**src/hdl/rrop_pkg.sv**
```systemverilog
// Shared types, register codes and pipeline constants for the rectangle raster-op engine.
// Depends on nothing; imported by rect_raster_op_pixel_engine.
package rrop_pkg;

  // Default coordinate width of the pixel stream.
  localparam int COORD_BITS_DEF = 12;

  // Configuration port and register widths.
  localparam int CFG_IDX_W  = 3;
  localparam int CFG_DATA_W = 32;
  localparam int REG_W      = 14;
  localparam int ALPHA_W    = 8;
  localparam int MODE_W     = 2;
  localparam int PIX_W      = 32;
  localparam int CHAN_W     = 8;
  localparam int NUM_CHAN   = 3;
  localparam int PROD_W     = 2 * CHAN_W;

  // Signed width for coordinate sums (edge plus extent never overflows it).
  localparam int CALC_W = REG_W + 2;

  // Gradient quotient: row offset times 255 over (height - 1), eight quotient bits.
  localparam int DIFF_W    = REG_W - 1;
  localparam int NUM_W     = DIFF_W + CHAN_W;
  localparam int QUO_W     = CHAN_W;
  localparam int DIV_STEPS = QUO_W;

  // Pipeline stage numbering.
  localparam int ST_FRONT   = 0;
  localparam int ST_PROD    = 1;
  localparam int DIV_FIRST  = 2;
  localparam int ST_GMUL    = DIV_FIRST + DIV_STEPS;
  localparam int ST_GQUO    = ST_GMUL + 1;
  localparam int ST_OUT     = ST_GQUO + 1;
  localparam int NUM_STAGES = ST_OUT + 1;

  localparam logic [CHAN_W-1:0] CHAN_MAX     = 8'hFF;
  localparam logic [CHAN_W-1:0] ALPHA_OPAQUE = 8'hFF;
  localparam logic [ALPHA_W-1:0] ALPHA_RESET = 8'd255;

  // Register indexes of the configuration port.
  typedef enum logic [CFG_IDX_W-1:0] {
    REG_RECT_LEFT,
    REG_RECT_TOP,
    REG_RECT_WIDTH,
    REG_RECT_HEIGHT,
    REG_FIRST_COLOUR,
    REG_SECOND_COLOUR,
    REG_BLEND_ALPHA,
    REG_DRAW_MODE
  } cfg_reg_t;

  // Drawing operations.
  typedef enum logic [MODE_W-1:0] {
    MODE_FILL,
    MODE_OUTLINE,
    MODE_GRADIENT,
    MODE_BLEND
  } draw_mode_t;

  // Payload of one quotient stage.
  typedef struct packed {
    logic              wr;
    logic              grad_sel;
    logic [PIX_W-1:0]  base;
    logic [NUM_W-1:0]  rem;
    logic [QUO_W-1:0]  quo;
  } div_stage_t;

  // Payload of the gradient product stage.
  typedef struct packed {
    logic                             wr;
    logic                             grad_sel;
    logic [PIX_W-1:0]                 base;
    logic [NUM_CHAN-1:0]              neg;
    logic [NUM_CHAN-1:0][PROD_W-1:0]  prod;
  } gmul_stage_t;

  // Payload of the gradient quotient stage.
  typedef struct packed {
    logic                             wr;
    logic                             grad_sel;
    logic [PIX_W-1:0]                 base;
    logic [NUM_CHAN-1:0]              neg;
    logic [NUM_CHAN-1:0][CHAN_W-1:0]  step;
  } gquo_stage_t;

endpackage

```
**src/hdl/rect_raster_op_pixel_engine.sv**
```systemverilog
// Requests pass through 13 register stages; the accepting edge loads the first.
// Throughput: one pixel per cycle while out_ready is high; the eight one-bit stages of
// the gradient quotient set the depth, and every stage passes its item on as soon as
// the next one is free. Each stage stalls only when it and all stages after it hold
// items and out_ready is low.
// Reset (synchronous, rst_n low) empties the pipeline and loads the register defaults:
// all zero except blend_alpha, which comes up as 255.
module rect_raster_op_pixel_engine
  import rrop_pkg::*;
#(
  parameter int COORD_BITS = COORD_BITS_DEF
) (
  input  logic                   clk,
  input  logic                   rst_n,
  // Configuration writes
  input  logic                   cfg_wr_en,
  input  logic [CFG_IDX_W-1:0]   cfg_index,
  input  logic [CFG_DATA_W-1:0]  cfg_data,
  // Pixel requests
  input  logic                   in_valid,
  output logic                   in_ready,
  input  logic [COORD_BITS-1:0]  in_pixel_col,
  input  logic [COORD_BITS-1:0]  in_pixel_row,
  input  logic [PIX_W-1:0]       in_dest_pixel,
  // Results
  output logic                   out_valid,
  input  logic                   out_ready,
  output logic [PIX_W-1:0]       out_pixel_out,
  output logic                   out_write_flag
);

  // Configuration registers.
  logic signed [REG_W-1:0] rect_left_r;
  logic signed [REG_W-1:0] rect_top_r;
  logic signed [REG_W-1:0] rect_width_r;
  logic signed [REG_W-1:0] rect_height_r;
  logic [PIX_W-1:0]        first_colour_r;
  logic [PIX_W-1:0]        second_colour_r;
  logic [ALPHA_W-1:0]      blend_alpha_r;
  draw_mode_t              draw_mode_r;

  // Register writes; all eight indexes are defined.
  always_ff @(posedge clk) begin
    if (!rst_n) begin
      rect_left_r     <= '0;
      rect_top_r      <= '0;
      rect_width_r    <= '0;
      rect_height_r   <= '0;
      first_colour_r  <= '0;
      second_colour_r <= '0;
      blend_alpha_r   <= ALPHA_RESET;
      draw_mode_r     <= MODE_FILL;
    end else if (cfg_wr_en) begin
      case (cfg_reg_t'(cfg_index))
        REG_RECT_LEFT:     rect_left_r     <= cfg_data[REG_W-1:0];
        REG_RECT_TOP:      rect_top_r      <= cfg_data[REG_W-1:0];
        REG_RECT_WIDTH:    rect_width_r    <= cfg_data[REG_W-1:0];
        REG_RECT_HEIGHT:   rect_height_r   <= cfg_data[REG_W-1:0];
        REG_FIRST_COLOUR:  first_colour_r  <= cfg_data[PIX_W-1:0];
        REG_SECOND_COLOUR: second_colour_r <= cfg_data[PIX_W-1:0];
        REG_BLEND_ALPHA:   blend_alpha_r   <= cfg_data[ALPHA_W-1:0];
        REG_DRAW_MODE:     draw_mode_r     <= draw_mode_t'(cfg_data[MODE_W-1:0]);
        default: ;
      endcase
    end
  end

  // Stage valid bits and the ready chain. A stage moves when it is empty or
  // when the stage after it moves.
  logic [NUM_STAGES-1:0] valid_r;
  logic [NUM_STAGES-1:0] valid_nxt;
  logic [NUM_STAGES:0]   stage_en;

  always_comb begin
    stage_en[NUM_STAGES] = out_ready;
    for (int k = NUM_STAGES - 1; k >= 0; k--) begin
      stage_en[k] = !valid_r[k] || stage_en[k+1];
    end
  end

  assign valid_nxt = {valid_r[NUM_STAGES-2:0], in_valid};

  always_ff @(posedge clk) begin
    if (!rst_n) begin
      valid_r <= '0;
    end else begin
      for (int k = 0; k < NUM_STAGES; k++) begin
        if (stage_en[k]) begin
          valid_r[k] <= valid_nxt[k];
        end
      end
    end
  end

  assign in_ready  = stage_en[ST_FRONT];
  assign out_valid = valid_r[ST_OUT];

  // Rectangle edges in a common signed width.
  logic signed [CALC_W-1:0] px, py, rx, ry, rw, rh;
  logic signed [CALC_W-1:0] x_end, y_end, x_last, y_last, row_off;
  logic                     x_in, y_in, row_hit, col_hit, wr_front;

  always_comb begin
    px      = signed'(CALC_W'(in_pixel_col));
    py      = signed'(CALC_W'(in_pixel_row));
    rx      = CALC_W'(rect_left_r);
    ry      = CALC_W'(rect_top_r);
    rw      = CALC_W'(rect_width_r);
    rh      = CALC_W'(rect_height_r);
    x_end   = rx + rw;
    y_end   = ry + rh;
    x_last  = x_end - CALC_W'(1);
    y_last  = y_end - CALC_W'(1);
    row_off = py - ry;
    x_in    = (rect_width_r > 0) && (px >= rx) && (px < x_end);
    y_in    = (rect_height_r > 0) && (py >= ry) && (py < y_end);
    row_hit = ((py == ry) || (py == y_last)) && x_in;
    col_hit = ((px == rx) || (px == x_last)) && y_in;
    case (draw_mode_r)
      MODE_OUTLINE: wr_front = row_hit || col_hit;
      default:      wr_front = x_in && y_in;
    endcase
  end

  // Front stage: hit decision and row offset inside the rectangle.
  logic              s0_wr_r;
  logic [DIFF_W-1:0] s0_diff_r;
  logic [PIX_W-1:0]  s0_dst_r;

  always_ff @(posedge clk) begin
    if (stage_en[ST_FRONT]) begin
      s0_wr_r   <= wr_front;
      s0_diff_r <= row_off[DIFF_W-1:0];
      s0_dst_r  <= in_dest_pixel;
    end
  end

  // Product stage: dividend for the gradient and the blend products.
  logic [ALPHA_W-1:0]               alpha_inv;
  logic [NUM_CHAN-1:0][PROD_W-1:0]  bd_nxt, bs_nxt;
  logic [NUM_W-1:0]                 num_nxt;

  assign alpha_inv = CHAN_MAX - blend_alpha_r;
  assign num_nxt   = (NUM_W'(s0_diff_r) << CHAN_W) - NUM_W'(s0_diff_r);

  always_comb begin
    for (int c = 0; c < NUM_CHAN; c++) begin
      bd_nxt[c] = PROD_W'(s0_dst_r[c*CHAN_W +: CHAN_W]) * PROD_W'(alpha_inv);
      bs_nxt[c] = PROD_W'(first_colour_r[c*CHAN_W +: CHAN_W]) * PROD_W'(blend_alpha_r);
    end
  end

  logic                             s1_wr_r;
  logic [PIX_W-1:0]                 s1_dst_r;
  logic [NUM_W-1:0]                 s1_num_r;
  logic [NUM_CHAN-1:0][PROD_W-1:0]  s1_bd_r, s1_bs_r;

  always_ff @(posedge clk) begin
    if (stage_en[ST_PROD]) begin
      s1_wr_r  <= s0_wr_r;
      s1_dst_r <= s0_dst_r;
      s1_num_r <= num_nxt;
      s1_bd_r  <= bd_nxt;
      s1_bs_r  <= bs_nxt;
    end
  end

  // Resolve fill, outline and blend into a base word; gradient is finished later.
  logic [PROD_W-1:0]                blend_sum;
  logic [NUM_CHAN*CHAN_W-1:0]       blend_rgb;
  logic [PIX_W-1:0]                 res_fixed;
  div_stage_t                       div_head;

  always_comb begin
    blend_sum = '0;
    for (int c = 0; c < NUM_CHAN; c++) begin
      blend_sum = s1_bd_r[c] + s1_bs_r[c];
      blend_rgb[c*CHAN_W +: CHAN_W] = blend_sum[PROD_W-1:CHAN_W];
    end
    case (draw_mode_r)
      MODE_BLEND: res_fixed = {ALPHA_OPAQUE, blend_rgb};
      default:    res_fixed = first_colour_r;
    endcase
    div_head.wr       = s1_wr_r;
    div_head.grad_sel = s1_wr_r && (draw_mode_r == MODE_GRADIENT);
    div_head.base     = s1_wr_r ? res_fixed : s1_dst_r;
    div_head.rem      = s1_num_r;
    div_head.quo      = '0;
  end

  // Restoring quotient, one bit per stage, most significant bit first.
  logic [DIFF_W-1:0] divisor;
  div_stage_t        div_r [DIV_STEPS];

  assign divisor = rect_height_r[DIFF_W-1:0] - DIFF_W'(1);

  for (genvar j = 0; j < DIV_STEPS; j++) begin : g_div
    div_stage_t       cur;
    div_stage_t       div_nxt;
    logic [NUM_W-1:0] dsh;

    if (j == 0) begin : g_head
      assign cur = div_head;
    end else begin : g_tail
      assign cur = div_r[j-1];
    end

    assign dsh = NUM_W'(divisor) << (QUO_W - 1 - j);

    always_comb begin
      div_nxt = cur;
      if (cur.rem >= dsh) begin
        div_nxt.rem = cur.rem - dsh;
        div_nxt.quo[QUO_W-1-j] = 1'b1;
      end
    end

    always_ff @(posedge clk) begin
      if (stage_en[DIV_FIRST+j]) begin
        div_r[j] <= div_nxt;
      end
    end
  end

  // Gradient products: channel difference magnitude times the row weight.
  logic [QUO_W-1:0] grad_t;
  logic [CHAN_W-1:0] ch_top, ch_bot, ch_mag;
  gmul_stage_t      gmul_nxt;
  gmul_stage_t      gmul_r;

  assign grad_t = (rect_height_r > 14'sd1) ? div_r[DIV_STEPS-1].quo : '0;

  always_comb begin
    ch_top = '0;
    ch_bot = '0;
    ch_mag = '0;
    gmul_nxt.wr       = div_r[DIV_STEPS-1].wr;
    gmul_nxt.grad_sel = div_r[DIV_STEPS-1].grad_sel;
    gmul_nxt.base     = div_r[DIV_STEPS-1].base;
    for (int c = 0; c < NUM_CHAN; c++) begin
      ch_top = first_colour_r[c*CHAN_W +: CHAN_W];
      ch_bot = second_colour_r[c*CHAN_W +: CHAN_W];
      gmul_nxt.neg[c] = ch_bot < ch_top;
      ch_mag = gmul_nxt.neg[c] ? (ch_top - ch_bot) : (ch_bot - ch_top);
      gmul_nxt.prod[c] = PROD_W'(ch_mag) * PROD_W'(grad_t);
    end
  end

  always_ff @(posedge clk) begin
    if (stage_en[ST_GMUL]) begin
      gmul_r <= gmul_nxt;
    end
  end

  // Divide each product by 255: (m + (m >> 8) + 1) >> 8 is exact for every product (at most 65025).
  logic [PROD_W-1:0] q_sum;
  gquo_stage_t       gquo_nxt;
  gquo_stage_t       gquo_r;

  always_comb begin
    q_sum = '0;
    gquo_nxt.wr       = gmul_r.wr;
    gquo_nxt.grad_sel = gmul_r.grad_sel;
    gquo_nxt.base     = gmul_r.base;
    gquo_nxt.neg      = gmul_r.neg;
    for (int c = 0; c < NUM_CHAN; c++) begin
      q_sum = gmul_r.prod[c] + (gmul_r.prod[c] >> CHAN_W) + PROD_W'(1);
      gquo_nxt.step[c] = q_sum[PROD_W-1:CHAN_W];
    end
  end

  always_ff @(posedge clk) begin
    if (stage_en[ST_GQUO]) begin
      gquo_r <= gquo_nxt;
    end
  end

  // Output stage: apply the gradient steps toward the bottom colour.
  logic [CHAN_W-1:0]          g_top;
  logic [NUM_CHAN*CHAN_W-1:0] grad_rgb;
  logic [PIX_W-1:0]           pix_nxt;
  logic [PIX_W-1:0]           out_pix_r;
  logic                       out_wr_r;

  always_comb begin
    g_top = '0;
    for (int c = 0; c < NUM_CHAN; c++) begin
      g_top = first_colour_r[c*CHAN_W +: CHAN_W];
      grad_rgb[c*CHAN_W +: CHAN_W] = gquo_r.neg[c] ? (g_top - gquo_r.step[c])
                                                   : (g_top + gquo_r.step[c]);
    end
    pix_nxt = gquo_r.grad_sel ? {ALPHA_OPAQUE, grad_rgb} : gquo_r.base;
  end

  always_ff @(posedge clk) begin
    if (stage_en[ST_OUT]) begin
      out_pix_r <= pix_nxt;
      out_wr_r  <= gquo_r.wr;
    end
  end

  assign out_pixel_out  = out_pix_r;
  assign out_write_flag = out_wr_r;

`ifndef SYNTH
  // The input side stalls only when every stage is full and the result is held.
  a_stall_only_when_full: assert property (@(posedge clk) disable iff (!rst_n)
    !in_ready |-> (&valid_r) && !out_ready)
    else $error("input stalled while the pipeline had room");

  // Reset empties the pipeline and opens the input side.
  a_reset_empties: assert property (@(posedge clk)
    !rst_n |=> !out_valid && in_ready)
    else $error("pipeline not empty after reset");
`endif

endmodule
```
**config.mk**
```make
export PLATFORM = sky130hd
export DESIGN_NAME = rect_raster_op_pixel_engine
export DESIGN_NICKNAME = d
export VERILOG_FILES = /design/src/hdl/rrop_pkg.sv /design/src/hdl/rect_raster_op_pixel_engine.sv
export SDC_FILE = /design/constraint.sdc
export NUM_CORES = 2
export LEC_CHECK = 0
export ABC_AREA = 1
export BUFFER_PORTS_ARGS = -buffer_cell sky130_fd_sc_hd__buf_2
export CAP_MARGIN = 20
export CORE_MARGIN = 2
export CORE_UTILIZATION = 55
export DETAILED_ROUTE_END_ITERATION = 8
export MAX_ROUTING_LAYER = met4
export PLACE_DENSITY = 0.77
export SKIP_CTS_REPAIR_TIMING = 1
export SLEW_MARGIN = 30
export SYNTH_ARGS = -nofsm -noshare
export SYNTH_HDL_FRONTEND = slang
export SYNTH_SLANG_ARGS = --single-unit
```
**constraint.sdc**
```tcl
create_clock -name clk -period 11.4 [get_ports clk]
set_input_delay 2.28 -clock clk [delete_from_list [all_inputs] [get_ports clk]]
set_output_delay 2.28 -clock clk [all_outputs]
set_load 0.03 [all_outputs]
```
Word-level counts from Yosys, hierarchy flattened
Memory sizes are Yosys's and may differ from the RTL's.
Cells that the tools add are included.
Widths: inputs -> output; s select.

storage, ports and cells
  register bits after elaboration = 510
  RAM bits = 504
  logic and storage cells = 217
  memories = 1

operators by class
  add/sub/neg operators = 37
  multiply operators = 9
  magnitude comparators = 18
  equality and inequality tests = 14
  muxes and demuxes = 42
  reduce and logical (&&, ||, !) cells = 46

memory list
  name   depth  bits a word  rd ports  clocked after Yosys merged registers in  wr ports  RTL line                            text
  div_r  8      63           8         0                                        8         rect_raster_op_pixel_engine.sv:193  div_stage_t div_r [DIV_STEPS];

operators by type and width
  operator               count
  $mux 21                7
  $mul 8x8->16           9
  $sub 8x8->8            9
  $mux 32                2
  $mux 8                 7
  $add 16x1->16 const B  3
  $add 16x16->16         3
  $add 16x8->16          3
  $sub 21x13->21         2
  $eq 13x16->1           2
  $sub 15x2->16 const B  2
  $add 14x14->15         2
  $lt 13x15->1           2
  $eq 13x14->1           2
  $ge 13x14->1           2
  $gt 14x1->1 const B    2
  $add 8x8->8            3
  $lt 8x8->1             3
  $mux 1                 24
  $mux 24                1
  $mux 22                1
  $ge 21x13->1           1
  $ge 21x14->1           1
  $ge 21x15->1           1
  26 further kinds       72

Depth between registers and ports, before layout
  word-level depth = 14
  mapped depth = 36

Worst setup path after synthesis
No wires, ideal clock.

  kind = input to register
  from = input port out_ready
  to = register s1_bd_r[0] (netlist bit), enable pin
  library setup time = 0.502 ns
  arrival time = 10.552 ns
  path slack = 0.345 ns
  stages on the path = 18
  buffers on the path = 0
  cells stage by stage = nor2_2 > inv_2 > nor2_2 > inv_2 > nor2_2 > inv_2 > nor2_2 > inv_2 > nor2_2 > inv_2 > nor2_4 > nand2_4 > nor2_4 > nand2_4 > nor2_4 > nand2_4 > nor2_4 > inv_1

on the way
  longest elaborated chain between the ends = 12

ends and longest elaborated chain
  item                            RTL line                            text
  start: declaration              rect_raster_op_pixel_engine.sv:27   input logic out_ready,
  $logic_or 1x1->1                rect_raster_op_pixel_engine.sv:77   stage_en[k] = !valid_r[k] || stage_en[k+1];
  net stage_en[12]                rect_raster_op_pixel_engine.sv:72   logic [NUM_STAGES:0] stage_en;
  $logic_or 1x1->1                rect_raster_op_pixel_engine.sv:77
  net stage_en[11]                rect_raster_op_pixel_engine.sv:72
  $logic_or 1x1->1                rect_raster_op_pixel_engine.sv:77
  net stage_en[10]                rect_raster_op_pixel_engine.sv:72
  $logic_or 1x1->1                rect_raster_op_pixel_engine.sv:77
  net stage_en[9]                 rect_raster_op_pixel_engine.sv:72
  (+1 left out)                   --
  net stage_en[8]                 rect_raster_op_pixel_engine.sv:72
  $logic_or 1x1->1 (2 in series)  rect_raster_op_pixel_engine.sv:77
  net stage_en[6]                 rect_raster_op_pixel_engine.sv:72
  $logic_or 1x1->1 (2 in series)  rect_raster_op_pixel_engine.sv:77
  net stage_en[4]                 rect_raster_op_pixel_engine.sv:72
  $logic_or 1x1->1 (2 in series)  rect_raster_op_pixel_engine.sv:77
  net stage_en[2]                 rect_raster_op_pixel_engine.sv:72
  $logic_or 1x1->1                rect_raster_op_pixel_engine.sv:77
  net stage_en[1]                 rect_raster_op_pixel_engine.sv:72
  end signal: assignment          rect_raster_op_pixel_engine.sv:163  s1_bd_r <= bd_nxt;
  end: declaration                rect_raster_op_pixel_engine.sv:156  logic [NUM_CHAN-1:0][PROD_W-1:0] s1_bd_r, s1_bs_r;

The timed path passes the listed nets, and every way through them passes these cells.
A chain may end at the register's enable or synchronous reset.

Final worst setup path
  from = input port out_ready
  to = output port in_ready

on the way
  longest elaborated chain between the ends = 13

ends and longest elaborated chain
  item                            RTL line                           text
  $logic_or 1x1->1                rect_raster_op_pixel_engine.sv:77
  net stage_en[12]                rect_raster_op_pixel_engine.sv:72
  $logic_or 1x1->1                rect_raster_op_pixel_engine.sv:77
  net stage_en[11]                rect_raster_op_pixel_engine.sv:72
  $logic_or 1x1->1                rect_raster_op_pixel_engine.sv:77
  net stage_en[10]                rect_raster_op_pixel_engine.sv:72
  $logic_or 1x1->1                rect_raster_op_pixel_engine.sv:77
  net stage_en[9]                 rect_raster_op_pixel_engine.sv:72
  $logic_or 1x1->1                rect_raster_op_pixel_engine.sv:77
  net stage_en[8]                 rect_raster_op_pixel_engine.sv:72
  $logic_or 1x1->1 (2 in series)  rect_raster_op_pixel_engine.sv:77
  net stage_en[6]                 rect_raster_op_pixel_engine.sv:72
  $logic_or 1x1->1 (2 in series)  rect_raster_op_pixel_engine.sv:77
  net stage_en[4]                 rect_raster_op_pixel_engine.sv:72
  $logic_or 1x1->1 (2 in series)  rect_raster_op_pixel_engine.sv:77
  net stage_en[2]                 rect_raster_op_pixel_engine.sv:72
  $logic_or 1x1->1 (2 in series)  rect_raster_op_pixel_engine.sv:77
  end: declaration                rect_raster_op_pixel_engine.sv:21  output logic in_ready,

The timed path passes the listed nets, and every way through them passes these cells.

==> reports/qor.yml <==
cts.clk_slew.worst_paths_ps: 60
num_io_pins: 131
crit_path_top_delay_cell: "clkinv_2"
grt_max_degree: 78
drtIter0Drc: 3773
grt.total_usage_pct: 26.52
grt_pass1_wl_um: 243200
power_uw: 14630
worstPathRequired_ps: 9120
rrSetupSlack_ps: 4050
overflow: 0
netlist_area_um2: 64310
layout.nets: 7794
yosys_register_bits: 965
root_buffer: "clkbuf_16"
irDropWorstVdd_mv: 0.1815
ant_nets: 0
core_region_area_um2: 116000
synthXorXnorAreaFrac_pct: 4.656
crit_buf_inv: 8
postSynthAreaPerCell_um2: 9.770
cts_buffers: 101
grt_pass1_vias: 45271
synth_edf_count: 830
synth_top_family_by_area: "adder cells"
crit_top_cell: "nor2_2"
clk-insertion-delay-late_ps: 740
drv_cap: 0
hold-path-cell-count: 0
via_per_inst: 5.480
rsz0062_at_grt: "no"
initial_core_util_pct: 55.41
ys_seq_area_share_pct: 42.96
synth_nets: 7668
wl_um: 152400
hpwlAfterDp_um: 114900
hold_viol: 0
cp_top_family: "simple AND/OR/NAND/NOR gates"
async_flop_share_pct: 0
timing.rr.end: "gmul_r[15]$_DFFE_PP_"
setup_viol_count_final: 0
gp_congestion: 0.9158
wl_per_cell_um: 18.30
final_layout_size_suffix_gt1_share_pct: 7.034
synth_common_cells: "inv_1 (1069), nand2_1 (1050), edfxtp_1 (830), nor2_1 (656), ha_1 (647)"
clock-sinks: 965
final.setup_skew_ps: 90.71
die_h_um: 345.9
synth_compound_area_share_pct: 7.940
ff2ff_path_depth: 32
slew_violations: 0
h-tree-depth: 3
die_area_um2: 119700
crit_chain: "buf_2 -> nor2_2 -> inv_2 -> nor2_2 -> inv_2 -> nor2_2 -> clkinv_2 -> nor2_2 -> clkinv_2 -> nor2_2 -> inv_2 -> nor2_4 -> nand2_4 -> nor2_4 -> nand2_4 -> nor2_4 -> nand2_4 -> nor2_4 -> nand2_2 -> buf_4 -> buf_2"
cp_max_fo: 62
synth_fa_ha_area_share_pct: 23.27
drcViolationCount: 0
antenna_found_initial: 3
finalNonFillerCells: 8324
synth_warnings: 0
firstDrtPassIters: 6
cp-start-kind: "input port"
fp.dieW_um: 345.9
yosysMostFrequentCell: "inv_1"
rows: 125
synthSimpleGateAreaFrac_pct: 13.74
tightest_slew_ps: 909.4
period_minus_slack_ps: 9913
ys.flop_type: "edfxtp_1"
end_kind: "output port"
arrival_ps: 7630
max-clock-path-buffers: 3
synth_mux_area_share_pct: 0.1012
outcome: "finished clean"
max_stage_delay_ps: 590
period_share_pct: 86.95
setup_tns_ps: 0
pwr_density_cell_nw_per_um2: 208.2
yosysUniqueCellTypes: 78
path_class: "input port to output port"
slew-limit-headroom_pct: 39.38
yosys.area.top_type: "edfxtp_1"
hold_end: "div_r[0][94]$_DFFE_PP_"
synth_top_area_share_pct: 38.76
vias: 45615
synth_area_leaders: "edfxtp_1 (39%), ha_1 (13%), fa_1 (11%)"
hold_start: "div_r[0][31]$_DFFE_PP_"
syn_inst: 6582
r2r-start: "first_colour_r[1]$_SDFFE_PN0P_"
portBuffers: 130
area_growth_pct: 9.292
timing.fmax_mhz: 100.9
min_path_type: "flip-flop to flip-flop"
post-route-util_pct: 60.56
leakagePower_uw: 0.03358
cts_tree: "built"
place_inst: 8129
layout by cell type, fill, tap and decap left out, types with 16 or more instances in the layout:
master	count
o21bai_1	28
o31ai_1	17
nor4_1	19
xor2_1	213
a21oi_1	458
clkbuf_16	101
o21ai_0	301
nor2_2	18
nor2_1	654
bufinv_16	17
clkbuf_1	18
xnor2_1	126
ha_1	647
o211ai_1	17
edfxtp_1	830
nor3_1	47
fa_1	343
inv_1	1064
buf_4	47
nand2_2	16
nand3_1	173
nand4_1	45
dfxtp_1	135
nand2_1	1050
a31oi_1	16
or2_2	26
buf_2	129
sequential cells by signal (all words and copies together), names as in the netlist, 14 cells and up:
register and flops:
s1_dst_r 32, div_r 455, rect_top_r 14, rect_height_r 14, s1_bd_r 48, second_colour_r 24, first_colour_r 32, s1_bs_r 48
s0_dst_r 32, s1_num_r 21, rect_left_r 14, rect_width_r 14, out_pixel_out 32, gmul_r 85, gquo_r 61
final cells by class:
type	instances	area (um2)
clock inverter	65	962.2
tap	1524	1907
fill	9224	45770
antenna	4	10.01
timing repair buffer	176	998.5
clock buffer	126	2691
sequential	965	27630
inverter	1088	4101
multi-input combinational	4376	31990
power by group:
group | internal (uW) | switching (uW)
Sequential | 4830 | 426
Clock | 2090 | 1470
Combinational | 2330 | 3500
Total | 9250 | 5390
per-stage QoR:
step                      cell area, um2  hold WS [ps]  worst slack [ps]
after global placement             66600         400.3              1831
after floorplan                    64310         400.3             345.5
after global routing               70280         379.5             893.3
final                              70280         365.5              1487
after CTS                          70260         367.1              1661
after detailed placement           66600         404.5              1756
layer usage:
metal  GRT usage, %  vias to the layer above  wire (um)
li1               -                    21927          -
met1          34.99                    21669      64720
met2          42.23                     1691      70750
met5              -                        -          0
met4          9.741                        0       5900
met3          3.411                      328      10990
worst max path at each step:
| stage | depth (start not counted) | slack, ps | to | start |
|---|---|---|---|---|
| after global placement | 21 | 1830 | in_ready | out_ready |
| after detailed placement | 21 | 1760 | in_ready | out_ready |
| after CTS | 21 | 1660 | in_ready | out_ready |
| final | 21 | 1490 | in_ready | out_ready |
| after global routing | 21 | 890 | in_ready | out_ready |
| after floorplan | 18 | 350 | s1_bd_r[0]$_DFFE_PP_ | out_ready |
kinds of logic (layout without fill, tap and decap cells):
family,after synthesis,count (layout)
flops,965,965
fa+ha+maj,990,990
xor+xnor,341,341
simple gates,2111,2111
buf+inv,1241,1455
mux,6,6
compound gates,928,928
other cells,0,4
No activity file was read; power rests on OpenSTA's default activity.
